[src/hw/rtl/itp_pkg.sv]
// ----------------------------------------------------------------------------
// itp_pkg
// Shared types, character constants and classification functions for the
// infix to prefix converter.
// ----------------------------------------------------------------------------
package itp_pkg;

  localparam int unsigned DefaultCapacity = 64;

  localparam logic [7:0] ChPlus  = 8'h2B;
  localparam logic [7:0] ChMinus = 8'h2D;
  localparam logic [7:0] ChStar  = 8'h2A;
  localparam logic [7:0] ChSlash = 8'h2F;
  localparam logic [7:0] ChSpace = 8'h20;
  localparam logic [7:0] Ch0     = 8'h30;
  localparam logic [7:0] Ch9     = 8'h39;
  localparam logic [7:0] ChUpA   = 8'h41;
  localparam logic [7:0] ChUpZ   = 8'h5A;
  localparam logic [7:0] ChLoA   = 8'h61;
  localparam logic [7:0] ChLoZ   = 8'h7A;

  localparam logic [1:0] PrecAdd   = 2'd1;
  localparam logic [1:0] PrecMul   = 2'd2;
  localparam logic [1:0] PrecOther = 2'd3;

  // datapath commands issued by the controller
  typedef struct packed {
    logic accept;
    logic char_rd;
    logic emit_char;
    logic set_cur;
    logic push;
    logic pop;
    logic reload_top;
    logic emit_rd;
    logic out_load;
    logic out_empty;
    logic clear;
  } itp_cmd_t;

  // datapath status seen by the controller
  typedef struct packed {
    logic in_xfer;
    logic in_last;
    logic count_zero;
    logic is_operand;
    logic is_space;
    logic depth_zero;
    logic prec_lt;
    logic res_zero;
    logic out_xfer;
    logic out_end;
  } itp_status_t;

  function automatic logic is_operand(input logic [7:0] c);
    return ((c >= Ch0) && (c <= Ch9)) || ((c >= ChLoA) && (c <= ChLoZ)) ||
           ((c >= ChUpA) && (c <= ChUpZ));
  endfunction

  function automatic logic [1:0] precedence(input logic [7:0] c);
    logic [1:0] p;
    if ((c == ChPlus) || (c == ChMinus)) begin
      p = PrecAdd;
    end else if ((c == ChStar) || (c == ChSlash)) begin
      p = PrecMul;
    end else begin
      p = PrecOther;
    end
    return p;
  endfunction

endpackage

[src/hw/rtl/itp_ctrl.sv]
// ----------------------------------------------------------------------------
// itp_ctrl
// Controller state machine: collects characters, steps the reversed
// shunting-yard conversion and sequences the reversed emission.
// ----------------------------------------------------------------------------
module itp_ctrl (
  input  logic                 clk_i,
  input  logic                 rst_ni,
  input  itp_pkg::itp_status_t status_i,
  output itp_pkg::itp_cmd_t    cmd_o
);

  typedef enum logic [9:0] {
    StCollect  = 10'b00_0000_0001,
    StFetch    = 10'b00_0000_0010,
    StClassify = 10'b00_0000_0100,
    StCmp      = 10'b00_0000_1000,
    StReload   = 10'b00_0001_0000,
    StFlush    = 10'b00_0010_0000,
    StFreload  = 10'b00_0100_0000,
    StEmitLd   = 10'b00_1000_0000,
    StEmitWait = 10'b01_0000_0000,
    StIdle     = 10'b10_0000_0000
  } state_e;

  state_e state_q, state_d;

  always_ff @(posedge clk_i or negedge rst_ni) begin
    if (!rst_ni) begin
      state_q <= StCollect;
    end else begin
      state_q <= state_d;
    end
  end

  always_comb begin
    state_d = state_q;
    cmd_o   = '0;
    unique case (state_q)
      StCollect: begin
        cmd_o.accept = 1'b1;
        if (status_i.in_xfer && status_i.in_last) begin
          state_d = StFetch;
        end
      end
      StFetch: begin
        if (status_i.count_zero) begin
          state_d = StFlush;
        end else begin
          cmd_o.char_rd = 1'b1;
          state_d       = StClassify;
        end
      end
      StClassify: begin
        if (status_i.is_operand) begin
          cmd_o.emit_char = 1'b1;
          state_d         = StFetch;
        end else if (status_i.is_space) begin
          state_d = StFetch;
        end else begin
          cmd_o.set_cur = 1'b1;
          state_d       = StCmp;
        end
      end
      StCmp: begin
        if (!status_i.depth_zero && status_i.prec_lt) begin
          cmd_o.pop = 1'b1;
          state_d   = StReload;
        end else begin
          cmd_o.push = 1'b1;
          state_d    = StFetch;
        end
      end
      StReload: begin
        cmd_o.reload_top = 1'b1;
        state_d          = StCmp;
      end
      StFlush: begin
        if (!status_i.depth_zero) begin
          cmd_o.pop = 1'b1;
          state_d   = StFreload;
        end else if (status_i.res_zero) begin
          cmd_o.out_empty = 1'b1;
          state_d         = StEmitWait;
        end else begin
          cmd_o.emit_rd = 1'b1;
          state_d       = StEmitLd;
        end
      end
      StFreload: begin
        cmd_o.reload_top = 1'b1;
        state_d          = StFlush;
      end
      StEmitLd: begin
        cmd_o.out_load = 1'b1;
        state_d        = StEmitWait;
      end
      StEmitWait: begin
        if (status_i.out_xfer) begin
          if (status_i.out_end) begin
            state_d = StIdle;
          end else begin
            cmd_o.emit_rd = 1'b1;
            state_d       = StEmitLd;
          end
        end
      end
      StIdle: begin
        // return counts and flag to zero for the next expression
        cmd_o.clear = 1'b1;
        state_d     = StCollect;
      end
      default: begin
        state_d = StCollect;
      end
    endcase
  end

endmodule

[src/hw/rtl/itp_dp.sv]
// ----------------------------------------------------------------------------
// itp_dp
// Datapath: character buffer, operator stack and result buffer memories,
// their counters, the cached stack top and the output register.
// ----------------------------------------------------------------------------
module itp_dp #(
  parameter int unsigned Capacity = itp_pkg::DefaultCapacity
) (
  input  logic                 clk_i,
  input  logic                 rst_ni,
  input  itp_pkg::itp_cmd_t    cmd_i,
  output itp_pkg::itp_status_t status_o,
  input  logic                 in_valid_i,
  input  logic [7:0]           ch_i,
  input  logic                 last_i,
  output logic                 out_valid_o,
  input  logic                 out_stall_i,
  output logic [7:0]           out_char_o,
  output logic                 end_mark_o,
  output logic                 nothing_o,
  output logic                 overflowed_o
);

  localparam int unsigned AddrW = (Capacity > 1) ? $clog2(Capacity) : 1;
  localparam int unsigned CntW  = $clog2(Capacity + 1);
  localparam logic [CntW-1:0] CapCnt = CntW'(Capacity);
  localparam logic [CntW-1:0] One    = CntW'(1);
  localparam logic [CntW-1:0] Two    = CntW'(2);

  logic [7:0] char_mem [Capacity];
  logic [7:0] stk_mem  [Capacity];
  logic [7:0] res_mem  [Capacity];

  logic [CntW-1:0] count_q, count_d;
  logic [CntW-1:0] depth_q, depth_d;
  logic [CntW-1:0] res_cnt_q, res_cnt_d;
  logic            dropped_q, dropped_d;
  logic            out_valid_q;

  logic [7:0] char_rd_q, stk_rd_q, res_rd_q;
  logic [7:0] cur_q, top_q;
  logic [7:0] out_char_q;
  logic       out_end_q, out_nothing_q, out_ovf_q;

  logic            in_xfer, out_xfer, room;
  logic [CntW-1:0] char_rd_cnt, stk_rd_cnt, res_rd_cnt;
  logic            res_wr;
  logic [7:0]      res_wr_data;

  assign in_xfer     = in_valid_i & cmd_i.accept;
  assign out_xfer    = out_valid_q & ~out_stall_i;
  assign room        = count_q < CapCnt;
  assign char_rd_cnt = count_q - One;
  assign stk_rd_cnt  = depth_q - Two;
  assign res_rd_cnt  = res_cnt_q - One;
  assign res_wr      = cmd_i.emit_char | cmd_i.pop;
  assign res_wr_data = cmd_i.pop ? top_q : char_rd_q;

  // memories
  always_ff @(posedge clk_i) begin
    if (in_xfer && room) begin
      char_mem[count_q[AddrW-1:0]] <= ch_i;
    end
    if (cmd_i.char_rd) begin
      char_rd_q <= char_mem[char_rd_cnt[AddrW-1:0]];
    end
  end

  always_ff @(posedge clk_i) begin
    if (cmd_i.push) begin
      stk_mem[depth_q[AddrW-1:0]] <= cur_q;
    end
    // next entry down becomes the top once a pop completes
    if (cmd_i.pop) begin
      stk_rd_q <= stk_mem[stk_rd_cnt[AddrW-1:0]];
    end
  end

  always_ff @(posedge clk_i) begin
    if (res_wr) begin
      res_mem[res_cnt_q[AddrW-1:0]] <= res_wr_data;
    end
    if (cmd_i.emit_rd) begin
      res_rd_q <= res_mem[res_rd_cnt[AddrW-1:0]];
    end
  end

  // counters and flag
  always_comb begin
    count_d   = count_q;
    depth_d   = depth_q;
    res_cnt_d = res_cnt_q;
    dropped_d = dropped_q;
    if (in_xfer) begin
      if (room) begin
        count_d = count_q + One;
      end else begin
        dropped_d = 1'b1;
      end
    end
    if (cmd_i.char_rd) begin
      count_d = char_rd_cnt;
    end
    if (cmd_i.push) begin
      depth_d = depth_q + One;
    end
    if (cmd_i.pop) begin
      depth_d = depth_q - One;
    end
    if (res_wr) begin
      res_cnt_d = res_cnt_q + One;
    end
    if (cmd_i.emit_rd) begin
      res_cnt_d = res_rd_cnt;
    end
    if (cmd_i.clear) begin
      count_d   = '0;
      depth_d   = '0;
      res_cnt_d = '0;
      dropped_d = 1'b0;
    end
  end

  always_ff @(posedge clk_i or negedge rst_ni) begin
    if (!rst_ni) begin
      count_q     <= '0;
      depth_q     <= '0;
      res_cnt_q   <= '0;
      dropped_q   <= 1'b0;
      out_valid_q <= 1'b0;
    end else begin
      count_q   <= count_d;
      depth_q   <= depth_d;
      res_cnt_q <= res_cnt_d;
      dropped_q <= dropped_d;
      if (cmd_i.out_load || cmd_i.out_empty) begin
        out_valid_q <= 1'b1;
      end else if (out_xfer) begin
        out_valid_q <= 1'b0;
      end
    end
  end

  // payload registers
  always_ff @(posedge clk_i) begin
    if (cmd_i.set_cur) begin
      cur_q <= char_rd_q;
    end
    if (cmd_i.push) begin
      top_q <= cur_q;
    end else if (cmd_i.reload_top) begin
      top_q <= stk_rd_q;
    end
    if (cmd_i.out_load) begin
      out_char_q    <= res_rd_q;
      out_end_q     <= (res_cnt_q == '0);
      out_nothing_q <= 1'b0;
      out_ovf_q     <= dropped_q;
    end else if (cmd_i.out_empty) begin
      out_char_q    <= '0;
      out_end_q     <= 1'b1;
      out_nothing_q <= 1'b1;
      out_ovf_q     <= dropped_q;
    end
  end

  assign status_o.in_xfer    = in_xfer;
  assign status_o.in_last    = last_i;
  assign status_o.count_zero = (count_q == '0);
  assign status_o.is_operand = itp_pkg::is_operand(char_rd_q);
  assign status_o.is_space   = (char_rd_q == itp_pkg::ChSpace);
  assign status_o.depth_zero = (depth_q == '0);
  assign status_o.prec_lt    = itp_pkg::precedence(cur_q) < itp_pkg::precedence(top_q);
  assign status_o.res_zero   = (res_cnt_q == '0);
  assign status_o.out_xfer   = out_xfer;
  assign status_o.out_end    = out_end_q;

  assign out_valid_o  = out_valid_q;
  assign out_char_o   = out_char_q;
  assign end_mark_o   = out_end_q;
  assign nothing_o    = out_nothing_q;
  assign overflowed_o = out_ovf_q;

  a_depth_bound : assert property (@(posedge clk_i) disable iff (!rst_ni)
    (depth_q <= CapCnt) && (res_cnt_q <= CapCnt) && (count_q <= CapCnt))
    else $error("counter beyond capacity");

  a_no_accept_while_out : assert property (@(posedge clk_i) disable iff (!rst_ni)
    cmd_i.accept |-> !out_valid_q)
    else $error("input taken while a result is pending");

  a_empty_is_end : assert property (@(posedge clk_i) disable iff (!rst_ni)
    (out_valid_q && out_nothing_q) |-> out_end_q)
    else $error("empty result not marked as end");

  a_clean_after_end : assert property (@(posedge clk_i) disable iff (!rst_ni)
    (out_xfer && out_end_q) |=> ##1 ((count_q == '0) && (depth_q == '0) &&
      (res_cnt_q == '0) && !dropped_q))
    else $error("state not cleared after final transfer");

  a_pop_needs_entry : assert property (@(posedge clk_i) disable iff (!rst_ni)
    cmd_i.pop |-> (depth_q != '0))
    else $error("pop on empty stack");

endmodule

[src/hw/rtl/infix_to_prefix_converter_core.sv]
// ----------------------------------------------------------------------------
// infix_to_prefix_converter_core
// Converts an ASCII infix expression into its prefix form.
// ----------------------------------------------------------------------------
// Input channel: one character per transfer on ch_i; last_i marks the final
// character of an expression. Characters beyond Capacity are dropped and
// reported through overflowed_o on every result of that expression.
// Output channel: one prefix character per transfer, end_mark_o on the last
// one. An expression with no output characters gives a single transfer with
// nothing_o and end_mark_o set and out_char_o zero.
// Sequence: while collecting, every offered input character is accepted.
// After the closing transfer the controller walks the buffer from its last
// stored character back to its first: operands go straight to the result
// memory, spaces are skipped, and each operator first pops every stack entry
// of higher precedence into the result memory and is then pushed. The stack
// is then flushed into the result memory, and the result characters leave
// from the last written to the first through the output register. Each
// operator is pushed and popped once. Memory reads are registered, and the
// stack takes one operation per cycle. A clean-up state follows the final
// transfer. Input is stalled from the closing transfer until that clean-up
// is done. When the receiver stalls, the output register holds its payload
// and the emission pauses. Reset clears all counters, the overflow flag and
// the state machine; memory contents are not cleared.
// ----------------------------------------------------------------------------
module infix_to_prefix_converter_core #(
  parameter int unsigned Capacity = itp_pkg::DefaultCapacity
) (
  input  logic       clk_i,
  input  logic       rst_ni,
  input  logic       in_valid_i,
  output logic       in_stall_o,
  input  logic [7:0] ch_i,
  input  logic       last_i,
  output logic       out_valid_o,
  input  logic       out_stall_i,
  output logic [7:0] out_char_o,
  output logic       end_mark_o,
  output logic       nothing_o,
  output logic       overflowed_o
);

  itp_pkg::itp_cmd_t    cmd;
  itp_pkg::itp_status_t status;

  assign in_stall_o = ~cmd.accept;

  itp_ctrl u_ctrl (
    .clk_i    (clk_i),
    .rst_ni   (rst_ni),
    .status_i (status),
    .cmd_o    (cmd)
  );

  itp_dp #(
    .Capacity (Capacity)
  ) u_dp (
    .clk_i        (clk_i),
    .rst_ni       (rst_ni),
    .cmd_i        (cmd),
    .status_o     (status),
    .in_valid_i   (in_valid_i),
    .ch_i         (ch_i),
    .last_i       (last_i),
    .out_valid_o  (out_valid_o),
    .out_stall_i  (out_stall_i),
    .out_char_o   (out_char_o),
    .end_mark_o   (end_mark_o),
    .nothing_o    (nothing_o),
    .overflowed_o (overflowed_o)
  );

endmodule
[config.mk]
export PLATFORM = sky130hd
export DESIGN_NAME = infix_to_prefix_converter_core
export DESIGN_NICKNAME = d
export VERILOG_FILES = /design/src/hw/rtl/itp_pkg.sv /design/src/hw/rtl/itp_ctrl.sv /design/src/hw/rtl/itp_dp.sv /design/src/hw/rtl/infix_to_prefix_converter_core.sv
export SDC_FILE = /design/constraint.sdc
export NUM_CORES = 2
export LEC_CHECK = 0
export ABC_AREA = 0
export BUFFER_PORTS_ARGS = -buffer_cell sky130_fd_sc_hd__buf_2
export CAP_MARGIN = 20
export CELL_PAD_IN_SITES_DETAIL_PLACEMENT = 0
export CELL_PAD_IN_SITES_GLOBAL_PLACEMENT = 1
export CORE_MARGIN = 2
export CORE_UTILIZATION = 56
export CTS_CLUSTER_DIAMETER = 60
export DETAILED_ROUTE_END_ITERATION = 7
export PLACE_DENSITY_LB_ADDON = 0.1
export SETUP_SLACK_MARGIN = 0.4
export SYNTH_ARGS = -nofsm -noshare
export SYNTH_HDL_FRONTEND = slang
export SYNTH_HIERARCHICAL = 1
export SYNTH_SLANG_ARGS = --single-unit
[constraint.sdc]
create_clock -name clk_i -period 6.1 [get_ports clk_i]
set_clock_uncertainty 0.05 [all_clocks]
set_input_delay 1.22 -clock clk_i [delete_from_list [all_inputs] [get_ports clk_i]]
set_output_delay 1.22 -clock clk_i [all_outputs]
set_load 0.1 [all_outputs]
==> Yosys cells after proc, flatten, opt, wreduce, memory -nomap -nowiden <==
Memories as Yosys holds them, arrays and structs flattened. A register that Yosys moved wholly into a read port is not among the register bits.
Index checks and enable logic that the tools add are counted.
{ "classes": {"n_lt_le_gt_ge": 8, "n_bitwise": 5, "reduce_logical": 29, "n_div": 0, "shifts": 0, "add_sub_neg": 7, "mul": 0, "n_eq_ne": 22, "mux": 67} }
{ "op_table": {"columns": ["op", "n"], "rows": [
  ["10-bit one-hot mux with 9 select lines", 1],
  ["8-bit by 6-bit == test with 1-bit output (second input constant)", 9],
  ["7-bit two-way mux", 10],
  ["8-bit two-way mux", 5],
  ["1-bit two-way mux", 37],
  ["10-bit two-way mux", 3],
  ["7-bit by 1-bit adder with 7-bit output (second input constant)", 3],
  ["7-bit logical NOT", 3],
  ["7-bit by 1-bit subtractor with 7-bit output (second input constant)", 3],
  ["9-bit two-way mux", 2],
  ["8-bit by 7-bit >= comparator with 1-bit output (second input constant)", 2],
  ["8-bit by 7-bit <= comparator with 1-bit output (second input constant)", 2],
  ["3-bit nonzero test", 4],
  ["10-bit by 1-bit == test with 1-bit output (second input constant)", 1],
  ["10-bit == test (second input constant)", 1],
  ["10-bit by 2-bit == test with 1-bit output (second input constant)", 1],
  ["10-bit by 3-bit == test with 1-bit output (second input constant)", 1],
  ["10-bit by 4-bit == test with 1-bit output (second input constant)", 1],
  ["10-bit by 5-bit == test with 1-bit output (second input constant)", 1],
  ["10-bit by 6-bit == test with 1-bit output (second input constant)", 1],
  ["10-bit by 7-bit == test with 1-bit output (second input constant)", 1],
  ["10-bit by 8-bit == test with 1-bit output (second input constant)", 1],
  ["10-bit by 9-bit == test with 1-bit output (second input constant)", 1],
  ["8-bit by 6-bit >= comparator with 1-bit output (second input constant)", 1],
  ["20 further kinds", 43]
]} }
{ "totals": {"mem_bits_rw": 1536, "latchBits": 0, "mem_bits_ro": 0, "ff_bits": 60, "n_memories": 3, "input_bits": 13, "output_inout_bits": 13, "word_cells": 153} }
{ "mem_list": {"columns": ["name", "words", "width", "rd", "rd_ports_with_merged_regs", "write_ports", "line_no", "rtl"], "rows": [
  ["u_dp.char_mem", 64, 8, 1, 1, 1, "itp_dp.sv:30", "logic [7:0] char_mem [Capacity];"],
  ["u_dp.res_mem", 64, 8, 1, 1, 1, "itp_dp.sv:32", "logic [7:0] res_mem [Capacity];"],
  ["u_dp.stk_mem", 64, 8, 1, 1, 1, "itp_dp.sv:31", "logic [7:0] stk_mem [Capacity];"]
]} }

==> Logic depth before layout (Yosys ltp) <==
{ "logic_depth": {"depth_word": 12, "depth_mapped": 14, "mapped_depth_nobuf": 13} }

==> By module <==
Netlist, hierarchy kept.
{ "by_module_without_submodules": {"columns": ["mod", "area_each_um2", "cells_each", "seq_area_each_um2", "instances"], "rows": [
  ["itp_dp", 63281.9, 2883, 48221.2, 1],
  ["itp_ctrl", 773.2, 88, 251.5, 1],
  ["infix_to_prefix_converter_core", 3.8, 1, 0.0, 1]
]} }

==> Worst setup path before layout <==
Ideal clock, no wire load.
{ "synth_timing": {"kind": "register -> register", "start": "register u_dp.cur_q[5]", "end": "memory u_dp.res_mem[0][0] (data pin)", "setup_slack_ns": 1.559, "path_stages_with_launch": 11, "required_time_ns": 5.699, "arrival_time_ns": 4.140, "path_buffers": 2, "setup_time_ns": 0.351, "path_cell_list": "edfxtp_1 > nand4bb_1 > nor2_1 > nand3_1 > ha_1 > a21oi_1 > nand4_1 > a21oi_1 > clkbuf_1 > clkbuf_1 > mux2_2"} }
{ "synth_rtl": {"columns": ["item", "line_no", "rtl"], "rows": [
  ["start, declared", "itp_dp.sv:41", "logic [7:0] cur_q, top_q;"],
  ["start signal, assigned", "itp_dp.sv:147", "cur_q <= char_rd_q;"],
  ["end, declared", "itp_dp.sv:32", null]
]} }

==> flow_summary_export.csv <==
group,metric,value,unit
setup_path,crit_chain,"or4_4 -> or4_4 -> nor3_1 -> inv_1 -> buf_2",
cts,clock_path_buffers,3,
setup_path,path_max_fanout,9,
die,die_y,342,um
outcome,failed_checks,"design-rule violations",
routing,drtIter0Drc,3026,
logic_synthesis,synth_edf_count,1586,
setup_path,cpPeakStageDelay,590,ps
die,core_area,0.114,mm^2
routing,vias,29700,
cts,postCtsHoldBufs,0,
setup_path,arrival,3240,ps
logic_synthesis,synth_fp_nets,3002,
setup_path,crit_path_end_kind,"output port",
timing,worst_pin_slew,1050,ps
cts,numClockSinks,1620,
logic_synthesis,yosysTopAreaCellShare,74.3,%
outcome,status,"finished, violations left",
routing,route.antenna.remaining_nets,0,
hold_path,hold_class,"flop to flop",
setup_path,rrSetupSlack,1670,ps
placement,gp_congestion,0.866,
pwr,p_leak,22.2,nW
routing,dr.pass1.iters,8,
placement,place_area,0.0659,mm^2
logic_synthesis,synth_warnings,6,
timing,rsz0062_at_grt,"false",
setup_path,crit_family,"simple AND/OR/NAND/NOR gates",
global_route,grt_start_max_net_pins,68,
routing,routedWlPerCell,29.4,um
logic_synthesis,synthCells,2972,
cts,cts_tree,"built",
setup_path,cp-start-kind,"flop",
cts,clkTransAtPathRegs,60,ps
setup_path,crit_buf_inv,2,
logic_synthesis,synthArstFlopShare,2.04,%
global_route,antenna_found_initial,0,
global_route,overflow,0,
run,cap_violations,0,
logic_synthesis,synth.avg_cell_area,21.6,um^2
routing,viasPerCell,6.32,
die,die_w,342,um
setup_path,cpMostUsedCell,"or4_4",
timing,layout_setup_ws,1590,ps
timing,maxSlewHeadroom,29.7,%
logic_synthesis,ys_types,69,
cts,cts_resized,0,
cts,numCtsBuffers,163,
routing,drc,7,
timing,max_freq,0.222,GHz
routing,wl,138000,um
cts,clock_latency,750,ps
finish,drive_gt1_share,26.0,%
die,start_util,56.3,%
die,row_count,124,
cts,clock-root-buffer,"clkbuf_16",
pwr,p_per_area,430,mW/mm^2
finish,synthToLayoutAreaGrowth,11.4,%
placement,hpwlAfterDp,85000,um
timing,hold_viol_final,0,
logic_synthesis,yosysMostFrequentCell,"edfxtp_1",
setup_path,slowest_stage,"or4_4",
placement,io_buffer_count,25,
logic_synthesis,synth_ff_type,"edfxtp_1",
pwr,power,30.7,mW
timing,slew_viol_final,0,
timing,finalSetupViolations,0,
timing,fin_crit,4510,ps
placement,dp_slack,1560,ps
die,fp.dieArea,0.117,mm^2
logic_synthesis,synth_largest_area_cell,"edfxtp_1",
logic_synthesis,yosysSeqAreaShare,75.7,%
pwr,ir_worst_vdd,0.000322,V
global_route,globalRouteTotalUtil,24.2,%
logic_synthesis,synth-seq-cells,1620,
logic_synthesis,synthTopCellsByArea,"edfxtp_1 74%, mux4_2 15%, mux2i_1 1.9%, nor2_1 1.4%, dfrtp_1 1.3%",
setup_path,critPathKind,"flop to output port",
cts,cts_setup_buffers,0,
timing,whs,431,ps
cts,cts_max_level,4,
setup_path,worstPathRequired,4830,ps
timing,tns,0,ps
finish,nNetsFinal,3090,
finish,final_cell_area,0.0714,mm^2
timing,fin_crit_sh,73.9,%
logic_synthesis,syn_area,0.0641,mm^2
global_route,first_global_vias,30600,
logic_synthesis,ys_top_cells_by_count,"1,586 x edfxtp_1, 440 x mux4_2, 234 x nor2_1, 122 x mux2i_1, 85 x clkbuf_1",
die,io_pins,26,
global_route,grt_first_pass_wirelength,206000,um
[metal layers]
layer | routed length [um] | global-route usage, %
met2 | 68300 | 38.5
met4 | 3150 | 6.78
met5 | 0 | 0
met1 | 58400 | 35.2
met3 | 8620 | 3.91
[metrics by stage]
step,utilization [%],instances
CTS,62.6,4696
global route,62.7,4702
floorplan,-,2972
detailed placement,57.9,4401
finish,62.7,4704
global placement,57.8,4397
[sequential cells by signal, indices dropped and copies added, names as in the netlist]
name / cells
u_dp/out_valid_o: 1
u_dp/res_rd_q: 8
u_dp/end_mark_o: 1
u_dp/nothing_o: 1
u_dp/depth_q: 7
u_dp/char_rd_q: 8
u_dp/dropped_q: 1
u_dp/stk_rd_q: 8
u_ctrl/state_q: 10
u_dp/out_char_o: 8
u_dp/res_cnt_q: 7
u_dp/char_mem: 512
u_dp/count_q: 7
u_dp/cur_q: 8
u_dp/overflowed_o: 1
u_dp/top_q: 8
u_dp/stk_mem: 512
u_dp/res_mem: 512
[power breakdown]
group	switching (mW)	internal, mW
registers	0.350	12.6
logic	4.28	3.60
clock network	4.01	5.87
total	8.65	22.0
[path summary, 6_finish.rpt]
path / endpoint / cells past startpoint / startpoint
hold reg to reg: u_dp/overflowed_o / 0 / u_dp/dropped_q
hold / removal: u_dp/overflowed_o / 0 / u_dp/dropped_q
max in group asynchronous: u_dp/depth_q[0] / 1 / rst_ni
setup reg to reg: u_dp/res_mem[5][0] / 9 / u_dp/cur_q[2]
min in group asynchronous: u_dp/count_q[4] / 1 / rst_ni
setup / recovery: in_stall_o / 5 / u_ctrl/state_q[4]
[cell families (layout without fill, tap and decap cells)]
kind of cell | Yosys count | count (layout) | share of synthesized area (%)
AOI/OAI and AO/OA | 94 | 94 | 1.04
buffers and inverters | 175 | 393 | 1.27
xor gates and xnor gates | 34 | 34 | 0.500
muxes | 594 | 594 | 17.9
and+or+nand+nor | 438 | 438 | 3.24
other | 0 | 2 | 0
adders and majority gates | 17 | 17 | 0.344
DFF | 1620 | 1620 | 75.7
[worst register-to-register path, stage by stage (launching register included)]
cell and delay, ps:
edfxtp_1 940, xor2_1 220, nand3_1 110, ha_1 330, a21oi_1 220, nand4_1 190, a21oi_4 210, o21a_1 220
nand3_1 680, nor2_1 900
[area by class of cell]
type | instances | area, um^2
diodes | 2 | 5.00
clock buffers | 202 | 4400
clock inverters | 93 | 935
fillers | 7795 | 42500
inverters | 15 | 56.3
multi-input cells | 1177 | 14900
flip-flops and latches | 1620 | 48500
well taps | 1512 | 1890
repair buffers | 83 | 693
[placed cells by master (no fill, tap or decap), types with 27 or more instances in the layout]
cell,n
clkbuf_16,170
mux2i_1,122
clkbuf_1,29
edfxtp_1,1586
nor2_1,234
clkinv_1,33
mux4_2,440
mux2_2,32
buf_4,47
nand2_1,43
clkinv_2,27
dfrtp_1,28
nand3_1,57
Power figures use the tool's default switching activity.
